[config.mk]
export PLATFORM = sky130hd
export DESIGN_NAME = spmq_ctrl
export DESIGN_NICKNAME = d
export VERILOG_FILES = /design/src/hdl/spmq_pkg.sv /design/src/hdl/spmq_ctrl.sv
export SDC_FILE = /design/constraint.sdc
export NUM_CORES = 1
export LEC_CHECK = 0
export BUFFER_PORTS_ARGS = -buffer_cell sky130_fd_sc_hd__clkbuf_2
export CORE_UTILIZATION = 52
export CTS_BUF_LIST = sky130_fd_sc_hd__clkbuf_8
export CTS_CLUSTER_SIZE = 10
export DETAILED_ROUTE_END_ITERATION = 12
export HOLD_SLACK_MARGIN = 0.1
export PLACE_DENSITY_LB_ADDON = 0.2
export SLEW_MARGIN = 0
export SYNTH_ARGS = -nofsm -noshare
export SYNTH_HDL_FRONTEND = slang
export SYNTH_SLANG_ARGS = --single-unit
[constraint.sdc]
create_clock -name clk_i -period 2.3 [get_ports clk_i]
set_input_delay 0.23 -clock clk_i [delete_from_list [all_inputs] [get_ports clk_i]]
set_output_delay 0.23 -clock clk_i [all_outputs]
set_load 0.005 [all_outputs]
[src/hdl/spmq_pkg.sv]
// Types and constants shared by the strict priority queue modules.
`timescale 1ns / 1ps
`default_nettype none

package spmq_pkg;

  localparam int unsigned HandlerW  = 32;
  localparam int unsigned PayloadW  = 64;
  localparam int unsigned PrioReqW  = 4;
  localparam int unsigned PrioOutW  = 2;
  localparam int unsigned PrioCmpW  = PrioReqW + 1;

  typedef enum logic {
    OP_POST = 1'b0,
    OP_TAKE = 1'b1
  } opcode_e;

  typedef enum logic [1:0] {
    ST_OK      = 2'd0,
    ST_INVALID = 2'd1,
    ST_FULL    = 2'd2,
    ST_EMPTY   = 2'd3
  } status_e;

  typedef struct packed {
    logic                vld;
    logic                take_ok;
    status_e             status;
    logic [PrioOutW-1:0] prio;
  } res_t;

endpackage

`default_nettype wire

[src/hdl/spmq_ctrl.sv]
// Ring pointers, post and take decisions, and the registered result status.
`timescale 1ns / 1ps
`default_nettype none

module spmq_ctrl #(
  parameter int unsigned LEVELS     = 4,
  parameter int unsigned RING_SLOTS = 16,
  parameter int unsigned PTR_W      = 4,
  parameter int unsigned LVL_W      = 2
) (
  input  wire logic                          clk_i,
  input  wire logic                          rst_ni,
  input  wire logic                          item_vld_i,
  input  wire spmq_pkg::opcode_e             opcode_i,
  input  wire logic [spmq_pkg::HandlerW-1:0] handler_id_i,
  input  wire logic [spmq_pkg::PrioReqW-1:0] priority_req_i,
  output logic                               store_we_o,
  output logic                               store_re_o,
  output logic      [LVL_W+PTR_W-1:0]        store_addr_o,
  output spmq_pkg::res_t                     res_o
);

  logic [PTR_W-1:0] rp_q [LEVELS];
  logic [PTR_W-1:0] wp_q [LEVELS];
  logic [PTR_W-1:0] rp_inc [LEVELS];
  logic [PTR_W-1:0] wp_inc [LEVELS];
  logic [LEVELS-1:0] nonempty;
  logic [LEVELS-1:0] full;
  logic [LEVELS-1:0] post_sel;
  logic [LEVELS-1:0] take_sel;
  logic              seen;
  logic [LVL_W-1:0]  post_lvl;
  logic [PTR_W-1:0]  post_ptr;
  logic [LVL_W-1:0]  take_lvl;
  logic [PTR_W-1:0]  take_ptr;
  logic              is_take;
  logic              handler_zero;
  logic              prio_bad;
  logic              post_full;
  logic              post_ok;
  logic              take_ok;
  spmq_pkg::res_t    res_d;
  spmq_pkg::res_t    res_q;

  always_comb begin
    seen     = 1'b0;
    post_lvl = '0;
    post_ptr = '0;
    take_lvl = '0;
    take_ptr = '0;
    for (int l = 0; l < LEVELS; l++) begin
      rp_inc[l]   = (rp_q[l] == PTR_W'(RING_SLOTS - 1)) ? '0 : rp_q[l] + 1'b1;
      wp_inc[l]   = (wp_q[l] == PTR_W'(RING_SLOTS - 1)) ? '0 : wp_q[l] + 1'b1;
      nonempty[l] = (rp_q[l] != wp_q[l]);
      full[l]     = (wp_inc[l] == rp_q[l]);
      post_sel[l] = (priority_req_i == spmq_pkg::PrioReqW'(l));
      take_sel[l] = nonempty[l] && !seen;
      seen        = seen | nonempty[l];
      if (post_sel[l]) begin
        post_lvl = LVL_W'(l);
        post_ptr = wp_q[l];
      end
      if (take_sel[l]) begin
        take_lvl = LVL_W'(l);
        take_ptr = rp_q[l];
      end
    end
  end

  always_comb begin
    is_take      = (opcode_i == spmq_pkg::OP_TAKE);
    handler_zero = (handler_id_i == '0);
    prio_bad     = ({1'b0, priority_req_i} >= spmq_pkg::PrioCmpW'(LEVELS));
    post_full    = |(post_sel & full);
    post_ok      = item_vld_i && !is_take && !handler_zero && !prio_bad && !post_full;
    take_ok      = item_vld_i && is_take && seen;
  end

  always_comb begin
    store_we_o   = post_ok;
    store_re_o   = take_ok;
    store_addr_o = is_take ? {take_lvl, take_ptr} : {post_lvl, post_ptr};
  end

  always_comb begin
    res_d.vld     = item_vld_i;
    res_d.take_ok = take_ok;
    res_d.prio    = take_ok ? spmq_pkg::PrioOutW'(take_lvl) : '0;
    if (is_take) begin
      res_d.status = seen ? spmq_pkg::ST_OK : spmq_pkg::ST_EMPTY;
    end else if (handler_zero || prio_bad) begin
      res_d.status = spmq_pkg::ST_INVALID;
    end else if (post_full) begin
      res_d.status = spmq_pkg::ST_FULL;
    end else begin
      res_d.status = spmq_pkg::ST_OK;
    end
  end

  always_ff @(posedge clk_i or negedge rst_ni) begin
    if (!rst_ni) begin
      for (int l = 0; l < LEVELS; l++) begin
        rp_q[l] <= '0;
        wp_q[l] <= '0;
      end
      res_q <= spmq_pkg::res_t'(0);
    end else begin
      for (int l = 0; l < LEVELS; l++) begin
        if (post_ok && post_sel[l]) begin
          wp_q[l] <= wp_inc[l];
        end
        if (take_ok && take_sel[l]) begin
          rp_q[l] <= rp_inc[l];
        end
      end
      res_q <= res_d;
    end
  end

  assign res_o = res_q;

endmodule

`default_nettype wire

== After elaboration in Yosys (flattened, before gate mapping) ==
Index checks and enable logic that the tools add are counted.

* Output and inout port bits: 14
* Logic and storage cells: 100
* Flip-flop bits (word level): 38
* Input port bits: 40

* Equal/unequal tests: 19
* Bitwise gates (word level): 4
* $lt $le $gt $ge: 1
* Add/sub/neg operators: 8
* Muxes and demuxes: 28
* Reduce and logical (&&, ||, !) cells: 28

{| class="wikitable"
|+ Operator list
! operator !! number
|-
| $mux W4 || 16
|-
| $add A4 B1 Y4 const B || 8
|-
| $eq A4 B4 Y1 const B || 8
|-
| $logic_not A32 Y1 || 1
|-
| $mux W2 || 9
|-
| $logic_and A1 B1 Y1 || 17
|-
| $eq A4 B4 Y1 || 4
|-
| $ne A4 B4 Y1 || 4
|-
| $eq A4 B2 Y1 const B || 2
|-
| $logic_not A1 Y1 || 7
|-
| $mux W6 || 1
|-
| $and A4 B4 Y4 || 1
|-
| $eq A4 B1 Y1 const B || 1
|-
| $ge A4 B3 Y1 const B || 1
|-
| $logic_not A4 Y1 || 1
|-
| $reduce_or A4 Y1 || 1
|-
| $or A1 B1 Y1 || 3
|-
| $mux W1 || 2
|-
| $logic_or A1 B1 Y1 || 1
|}

== Longest topological paths before layout ==
Gate-level depths: netlist (run 1).

* Word-level depth: 8
* Gate-level depth with buffers: 8
* Mapped depth without buffers: 7

== Worst setup path before layout (run 1) ==
No wires, ideal clock.

* Path kind: flip-flop to output port
* From: register rp_q[4] in the netlist's numbering
* To: output store_addr_o[0]
* Arrival: 2.013 ns
* Cell stages (with the launch flop): 8
* Path slack: 0.057 ns
* Buffers on the path: 2
* Cells stage by stage: dfrtp_1 buf_2 xor2_1 or4_4 buf_6 a22o_1 a221o_1 a22o_1

* Cells in the longest elaborated chain, start to end: 6
* Elaborated cells between the ends (all ways): 8

{| class="wikitable"
|+ RTL lines
! element !! RTL line !! RTL
|-
| start: declaration || spmq_ctrl.sv:23 || <nowiki>logic [PTR_W-1:0] rp_q [LEVELS];</nowiki>
|-
| start signal: indexed assignment || spmq_ctrl.sv:113 || <nowiki>rp_q[l] <= rp_inc[l];</nowiki>
|-
| $ne A4 B4 Y1 || spmq_ctrl.sv:54 || <nowiki>nonempty[l] = (rp_q[l] != wp_q[l]);</nowiki>
|-
| $or A1 B1 Y1 || spmq_ctrl.sv:58 || <nowiki>seen = seen | nonempty[l];</nowiki>
|-
| $logic_not A1 Y1 || spmq_ctrl.sv:57 || <nowiki>take_sel[l] = nonempty[l] && !seen;</nowiki>
|-
| $logic_and A1 B1 Y1 || spmq_ctrl.sv:57 ||
|-
| $mux W4 * || spmq_ctrl.sv:63 || <nowiki>if (take_sel[l]) begin</nowiki>
|-
| $mux W6 * || spmq_ctrl.sv:82 || <nowiki>store_addr_o = is_take ? {take_lvl, take_ptr} : {post_lvl, post_ptr};</nowiki>
|-
| end: declaration || spmq_ctrl.sv:19 || <nowiki>output logic [LVL_W+PTR_W-1:0] store_addr_o,</nowiki>
|}

Mark *: on every way between the ends. The rest lies on a longest branch, timed or not.

== Worst setup path after layout (run 1) ==
* From: register wp_q[5] in the netlist's numbering
* To: output store_addr_o[3]

* Cells in the longest elaborated chain, start to end: 6
* Elaborated cells between the ends (all ways): 8

{| class="wikitable"
|+ RTL lines
! element !! RTL line !! RTL
|-
| start: declaration || spmq_ctrl.sv:24 || <nowiki>logic [PTR_W-1:0] wp_q [LEVELS];</nowiki>
|-
| start signal: indexed assignment || spmq_ctrl.sv:110 || <nowiki>wp_q[l] <= wp_inc[l];</nowiki>
|-
| $ne A4 B4 Y1 * || spmq_ctrl.sv:54 ||
|-
| $or A1 B1 Y1 || spmq_ctrl.sv:58 ||
|-
| $logic_not A1 Y1 || spmq_ctrl.sv:57 ||
|-
| $logic_and A1 B1 Y1 || spmq_ctrl.sv:57 ||
|-
| $mux W4 * || spmq_ctrl.sv:63 ||
|-
| $mux W6 * || spmq_ctrl.sv:82 ||
|}

Marked as above.

==> results of run 1 <==
==> cell usage in the layout (no fill, tap or decap), types with 3 or more instances in the layout <==
master | synthesis | layout
ha_1 | 8 | 5
o211ai_1 | 4 | 4
nor3_4 | 2 | 7
a31oi_4 | 0 | 3
mux4_2 | 4 | 4
mux2_4 | 2 | 11
a221o_1 | 4 | 4
mux2_2 | 13 | 4
nor3_2 | 4 | 4
nand3_1 | 5 | 5
ha_2 | 0 | 3
clkbuf_2 | 0 | 52
inv_1 | 6 | 5
dfrtp_1 | 38 | 35
nor2_1 | 5 | 5
o21ai_1 | 2 | 5
and2_1 | 5 | 3
o21ai_0 | 7 | 4
xor2_1 | 19 | 18
xnor2_1 | 21 | 17
nor4_1 | 10 | 9
a21oi_1 | 8 | 8
a31oi_1 | 10 | 7
clkbuf_8 | 0 | 8
mux2i_1 | 5 | 5
nand2b_1 | 6 | 6
buf_4 | 0 | 58
nand2_1 | 17 | 15
dfrtp_2 | 0 | 3
buf_6 | 4 | 19
nand4_1 | 14 | 14
nand4b_1 | 5 | 5
==> state kept, by name, summed over array words and instances, names as in the netlist <==
register  flops
res_o         6
rp_q         16
wp_q         16
==> worst max-delay path: cells and delay by family, from the launching register on <==
kind / cells / cell delay, ns
simple gates: 2 / 0.73
compound gates: 3 / 0.57
flops: 1 / 0.44
xor+xnor: 1 / 0.18
buf+inv: 1 / 0.17
==> area by class of cell <==
| class | count | area share |
|---|---|---|
| Clock buffer | 8 | 0.0269 |
| Sequential cell | 38 | 0.233 |
| Timing Repair Buffer | 133 | 0.236 |
| Multi-Input combinational cell | 210 | 0.477 |
| Inverter | 6 | 0.00550 |
| Tap cell | 70 | 0.0214 |
==> what timing repair did <==
item / in CTS / in global routing
cloned: 1 / 0
endpoints found under the setup margin: 16 / 34
hold endpoints to repair: 38 / 0
pin swaps: 28 / 20
hold buffers: 1 / 0
gates resized for setup: 42 / 29
buffers inserted: 16 / 15
==> routing by layer <==
layer,vias up,GRT usage
li1,1261,-
met4,0,0.132
met2,242,0.572
met3,49,0.0696
met5,-,0
met1,1390,0.402
==> cells by family after synthesis <==
logic type,share of synthesized area
and+or+nand+nor,0.211
AOI/OAI and AO/OA,0.125
xor gates and xnor gates,0.126
DFF,0.343
muxes,0.114
buffers and inverters,0.0438
adders and majority gates,0.0361
==> power by group <==
| part | switching, mW | internal [mW] | total, mW |
|---|---|---|---|
| sequential | 0.0779 | 0.729 | 0.807 |
| clock | 0.256 | 0.303 | 0.559 |
| combinational | 0.368 | 0.385 | 0.754 |
==> path summary, 6_finish.rpt <==
kind	endpoint	slack, ns	cells past startpoint
min reg2reg	wp_q[14]	0.60	1
min in group asynchronous	res_o[2]	0.50	3
max reg2reg	wp_q[1]	-0.14	9
min	res_o[5]	0.26	1
max	store_addr_o[3]	-0.33	7
max in group asynchronous	wp_q[5]	1.42	3
==> flow_metrics.py, run 1 <==
metrics = {
    "clock_network": {
        "clk_latency_ns": 0.30,
        "htree_levels": 2,
        "tritoncts": "done",
        "root_buffer": "clkbuf_8",
        "cts_buffer_depth": 2,
        "cts.sinks": 38,
        "cts_buffers": 5,
        "clk_pin_slew_ns": 0.08,
    },
    "sta": {
        "hold_slack_ns": 0.262,
        "tightest_slew_ns": 0.486,
        "setup_viol": 27,
        "hold_viol_final": 0,
        "relSlewSlack": 0.676,
        "post-route-period-util": 1.14,
        "slew_viol_final": 0,
        "setup_tns_ns": -3.24,
        "final.min_clock_period_ns": 2.63,
        "fin_ws_ns": -0.328,
        "rsz0062_at_grt": "true",
        "fmax_mhz": 380,
        "fin_skew_ns": 0.00856,
    },
    "place": {
        "dpl_worst_slack_ns": -0.0377,
        "dpl_cell_area_um2": 3400,
        "io_buffers": 53,
        "dp_hpwl_mm": 5.81,
        "place_inst": 426,
        "gp_congestion": 0.907,
    },
    "setup_path": {
        "crit_path_max_incr_delay_ns": 0.57,
        "crit_start": "wp_q[5]",
        "critPathCaptureType": "primary output",
        "crit_path_start_kind": "register",
        "cp.required_ns": 2.07,
        "worstSetupPathType": "reg -> out",
        "arrival_ns": 2.40,
        "regToRegStartpoint": "wp_q[4]",
        "critPathSlowestCell": "or4_4",
        "path_cells": "xor2_1 > or4_4 > nor2_4 > a221o_1 > o211ai_1 > a31oi_1 > clkbuf_2",
        "crit_fanout": 5,
    },
    "global_routing": {
        "antenna_found_initial": 0,
        "grt_max_degree": 39,
        "grt_pass1_vias": 2674,
        "grt.overflow.total": 0,
        "track_usage": 0.330,
        "grt_pass1_wl_mm": 13.3,
    },
    "die": {
        "io_pins": 54,
        "start_util": 0.542,
        "coreArea_um2": 5110,
        "fp.dieH_um": 75.0,
        "rows": 26,
        "die_x_um": 75.0,
        "design.die.area_um2": 5620,
    },
    "pwr": {
        "ir_worst_vdd_v": 0.000366,
        "power_mw": 2.12,
        "p_leak_nw": 1.93,
        "p_per_area_nw_per_um2": 518,
    },
    "cells_and_area": {
        "stdcell_count": 465,
        "finalInstanceArea_um2": 4090,
        "regArea_um2": 955,
        "fillCellCount": 296,
        "layout.nets": 442,
        "antennaDiodeCount": 0,
        "area_growth_pct": 47.7,
        "drive_gt1_frac": 0.506,
        "final_core_util": 0.801,
        "multiInputGateArea_um2": 1950,
    },
    "routing": {
        "wirelength_mm": 9.66,
        "detail_route.wl_per_cell_um": 20.8,
        "highest_layer": "met4",
        "drt_iter0_drc": 366,
        "drc": 0,
        "route.met2.wl_mm": 4.71,
        "drt-met1-wl_mm": 3.59,
        "via_count": 2942,
        "wl_met3_mm": 1.01,
        "first_pass_iters": 6,
        "drtAntennaViolNets": 0,
        "drt-vias-per-instance": 6.33,
    },
    "min_path": {
        "min_path_type": "in -> reg",
        "min_from": "item_vld_i",
    },
    "job": {
        "drv_cap": 0,
    },
    "synthesis": {
        "yosys-top-cells-area": "dfrtp_1 (34%), xnor2_1 (6.6%), xor2_1 (6.0%)",
        "yosys-top-cells-count": "dfrtp_1 (38), xnor2_1 (21), xor2_1 (19)",
        "synth_seq_area_share": 0.343,
        "syn_area_um2": 2770,
        "synthDistinctLibCells": 46,
        "yosysTopAreaCell": "dfrtp_1",
        "syn_inst": 271,
        "syn_area_per_cell_um2": 10.2,
        "synth.most_common_cell": "dfrtp_1",
        "async_flop_share": 1.00,
        "synth_seq_cells": 38,
        "synth_ff_type": "dfrtp_1",
        "synth_edf_count": 0,
        "synth_top_area_share": 0.343,
        "yosys_warnings": 0,
        "synth_nets": 319,
    },
    "run_status": {
        "status": "finished with violations",
        "failed_checks": "negative setup slack",
    },
}
No activity file was read; power rests on OpenSTA's default activity.
==> run 2: changes to the inputs <==
--- a/config.mk
+++ b/config.mk
@@ -12,6 +12,7 @@
 export DETAILED_ROUTE_END_ITERATION = 12
 export HOLD_SLACK_MARGIN = 0.1
 export PLACE_DENSITY_LB_ADDON = 0.2
+export SETUP_SLACK_MARGIN = 0.5
 export SLEW_MARGIN = 0
 export SYNTH_ARGS = -nofsm -noshare
 export SYNTH_HDL_FRONTEND = slang
==> run 2 against run 1 <==
  * The run still ends with negative setup slack left
  * Worst setup slack gained 0.014 ns
  * Critical path type unchanged
  * Highest routed layer unchanged
  * Utilization grew 1.1 points
  * Critical path depth shrank 1
  * First-iteration DRC count shrank 22%
  * Die area is the same
  * Clock skew grew 0.010 ns
  * Largest power group is now combinational logic
  * Clock power shrank 13%
==> flow_metrics.py, run 2 (synthesized netlist as in run 1, its figures left out) <==
metrics = {
    "global_routing": {
        "grt_pass1_vias": 2524,
        "antenna_found_initial": 0,
        "grt_pass1_wl_mm": 12.4,
        "grt.overflow.total": 0,
        "grt_max_degree": 39,
        "track_usage": 0.302,
    },
    "sta": {
        "final.min_clock_period_ns": 2.61,
        "fin_skew_ns": 0.0186,
        "post-route-period-util": 1.14,
        "fmax_mhz": 383,
        "fin_ws_ns": -0.314,
        "rsz0062_at_grt": "true",
        "hold_viol_final": 0,
        "setup_viol": 29,
        "setup_tns_ns": -3.19,
        "relSlewSlack": 0.356,
        "slew_viol_final": 0,
        "hold_slack_ns": 0.0623,
        "tightest_slew_ns": 0.965,
    },
    "place": {
        "dp_hpwl_mm": 5.71,
        "gp_congestion": 0.857,
        "dpl_worst_slack_ns": 0.00219,
        "dpl_cell_area_um2": 3460,
        "place_inst": 427,
        "io_buffers": 53,
    },
    "routing": {
        "drtAntennaViolNets": 0,
        "first_pass_iters": 5,
        "wirelength_mm": 9.32,
        "drt_iter0_drc": 285,
        "via_count": 2906,
        "detail_route.wl_per_cell_um": 20.0,
        "drc": 0,
        "drt-vias-per-instance": 6.22,
    },
    "setup_path": {
        "crit_fanout": 6,
        "worst-path-buf-inv": 2,
        "crit_family": "simple AND/OR/NAND/NOR gates",
        "crit_path_start_kind": "register",
        "critPathCaptureType": "primary output",
        "cp.required_ns": 2.07,
        "critPathSlowestCell": "or4_4",
        "crit_path_max_incr_delay_ns": 0.64,
        "crit_cells": 6,
        "arrival_ns": 2.38,
        "worstSetupPathType": "reg -> out",
        "r2r_cells": 9,
        "path_cells": "buf_6 > xor2_1 > or4_4 > a221o_1 > a22o_1 > clkbuf_2",
    },
    "cells_and_area": {
        "antennaDiodeCount": 0,
        "stdcell_count": 467,
        "final_core_util": 0.812,
        "area_growth_pct": 49.7,
        "layout_commonest_cell": "buf_4",
        "fillCellCount": 297,
        "finalInstanceArea_um2": 4150,
        "drive_gt1_frac": 0.549,
        "layout_common_cells": "buf_4 (59), clkbuf_2 (47), dfrtp_1 (34)",
        "layout.nets": 444,
    },
    "die": {
        "start_util": 0.542,
        "design.die.area_um2": 5620,
        "rows": 26,
        "fp.dieH_um": 75.0,
        "coreArea_um2": 5110,
        "die_x_um": 75.0,
        "io_pins": 54,
    },
    "pwr": {
        "p_leak_nw": 1.97,
        "p_per_area_nw_per_um2": 505,
        "ir_worst_vdd_v": 0.000385,
        "power_mw": 2.10,
    },
    "run_status": {
        "failed_checks": "negative setup slack",
        "status": "finished with violations",
    },
    "clock_network": {
        "clk_pin_slew_ns": 0.09,
        "root_buffer": "clkbuf_8",
        "cts.sinks": 38,
        "tritoncts": "done",
        "hold_buffers": 0,
        "htree_levels": 2,
        "cts_buffers": 5,
        "clk_latency_ns": 0.31,
        "cts_buffer_depth": 2,
    },
    "min_path": {
        "min_path_type": "in -> async",
    },
    "job": {
        "drv_cap": 0,
    },
}
[run 2: cell count changes in the layout (fill, tap and decap cells not counted), moves of 5 or more]
cell / before / now
nand2_1: 15 / 10
nand2_2: 2 / 7
buf_2: 1 / 6
clkbuf_2: 52 / 47
[run 2: final timing paths]
kind,slack [ns],endpoint,start
max in group asynchronous,1.57,wp_q[5],rst_ni
min reg2reg,0.61,rp_q[14],rp_q[14]
max reg2reg,-0.22,rp_q[1],wp_q[13]
min,0.06,wp_q[0],rst_ni
max,-0.31,store_addr_o[0],wp_q[13]
min in group clk_i,0.22,res_o[5],item_vld_i
[run 2: repair_timing]
item,CTS,global route
pin swaps,17,27
buffers inserted,12,20
cloned,0,0
setup endpoints to repair,42,44
resized for setup,43,48
[run 2: routing by layer]
| layer | vias up | track usage | routed length, um |
|---|---|---|---|
| met5 | - | 0 | 0 |
| met4 | 0 | 0.128 | 472 |
| met3 | 53 | 0.0455 | 846 |
| met2 | 211 | 0.515 | 4520 |
| met1 | 1381 | 0.383 | 3480 |
| li1 | 1261 | - | - |
[run 2: report_power, final]
group          internal (mW)  total [mW]  switching, mW  leakage [nW]
sequential             0.730       0.792         0.0618         0.489
clock                  0.238       0.489          0.251        0.0524
combinational          0.419       0.815          0.396          1.42
[run 2: area by class of cell]
type	instances	area [um2]	share of cell area
clock buffer	6	82.6	0.0199
clock inverter	2	8.76	0.00211
inverter	6	22.5	0.00543
multi-input combinational	210	2020	0.487
sequential	38	956	0.231
tap	70	87.6	0.0211
timing repair buffer	135	971	0.234
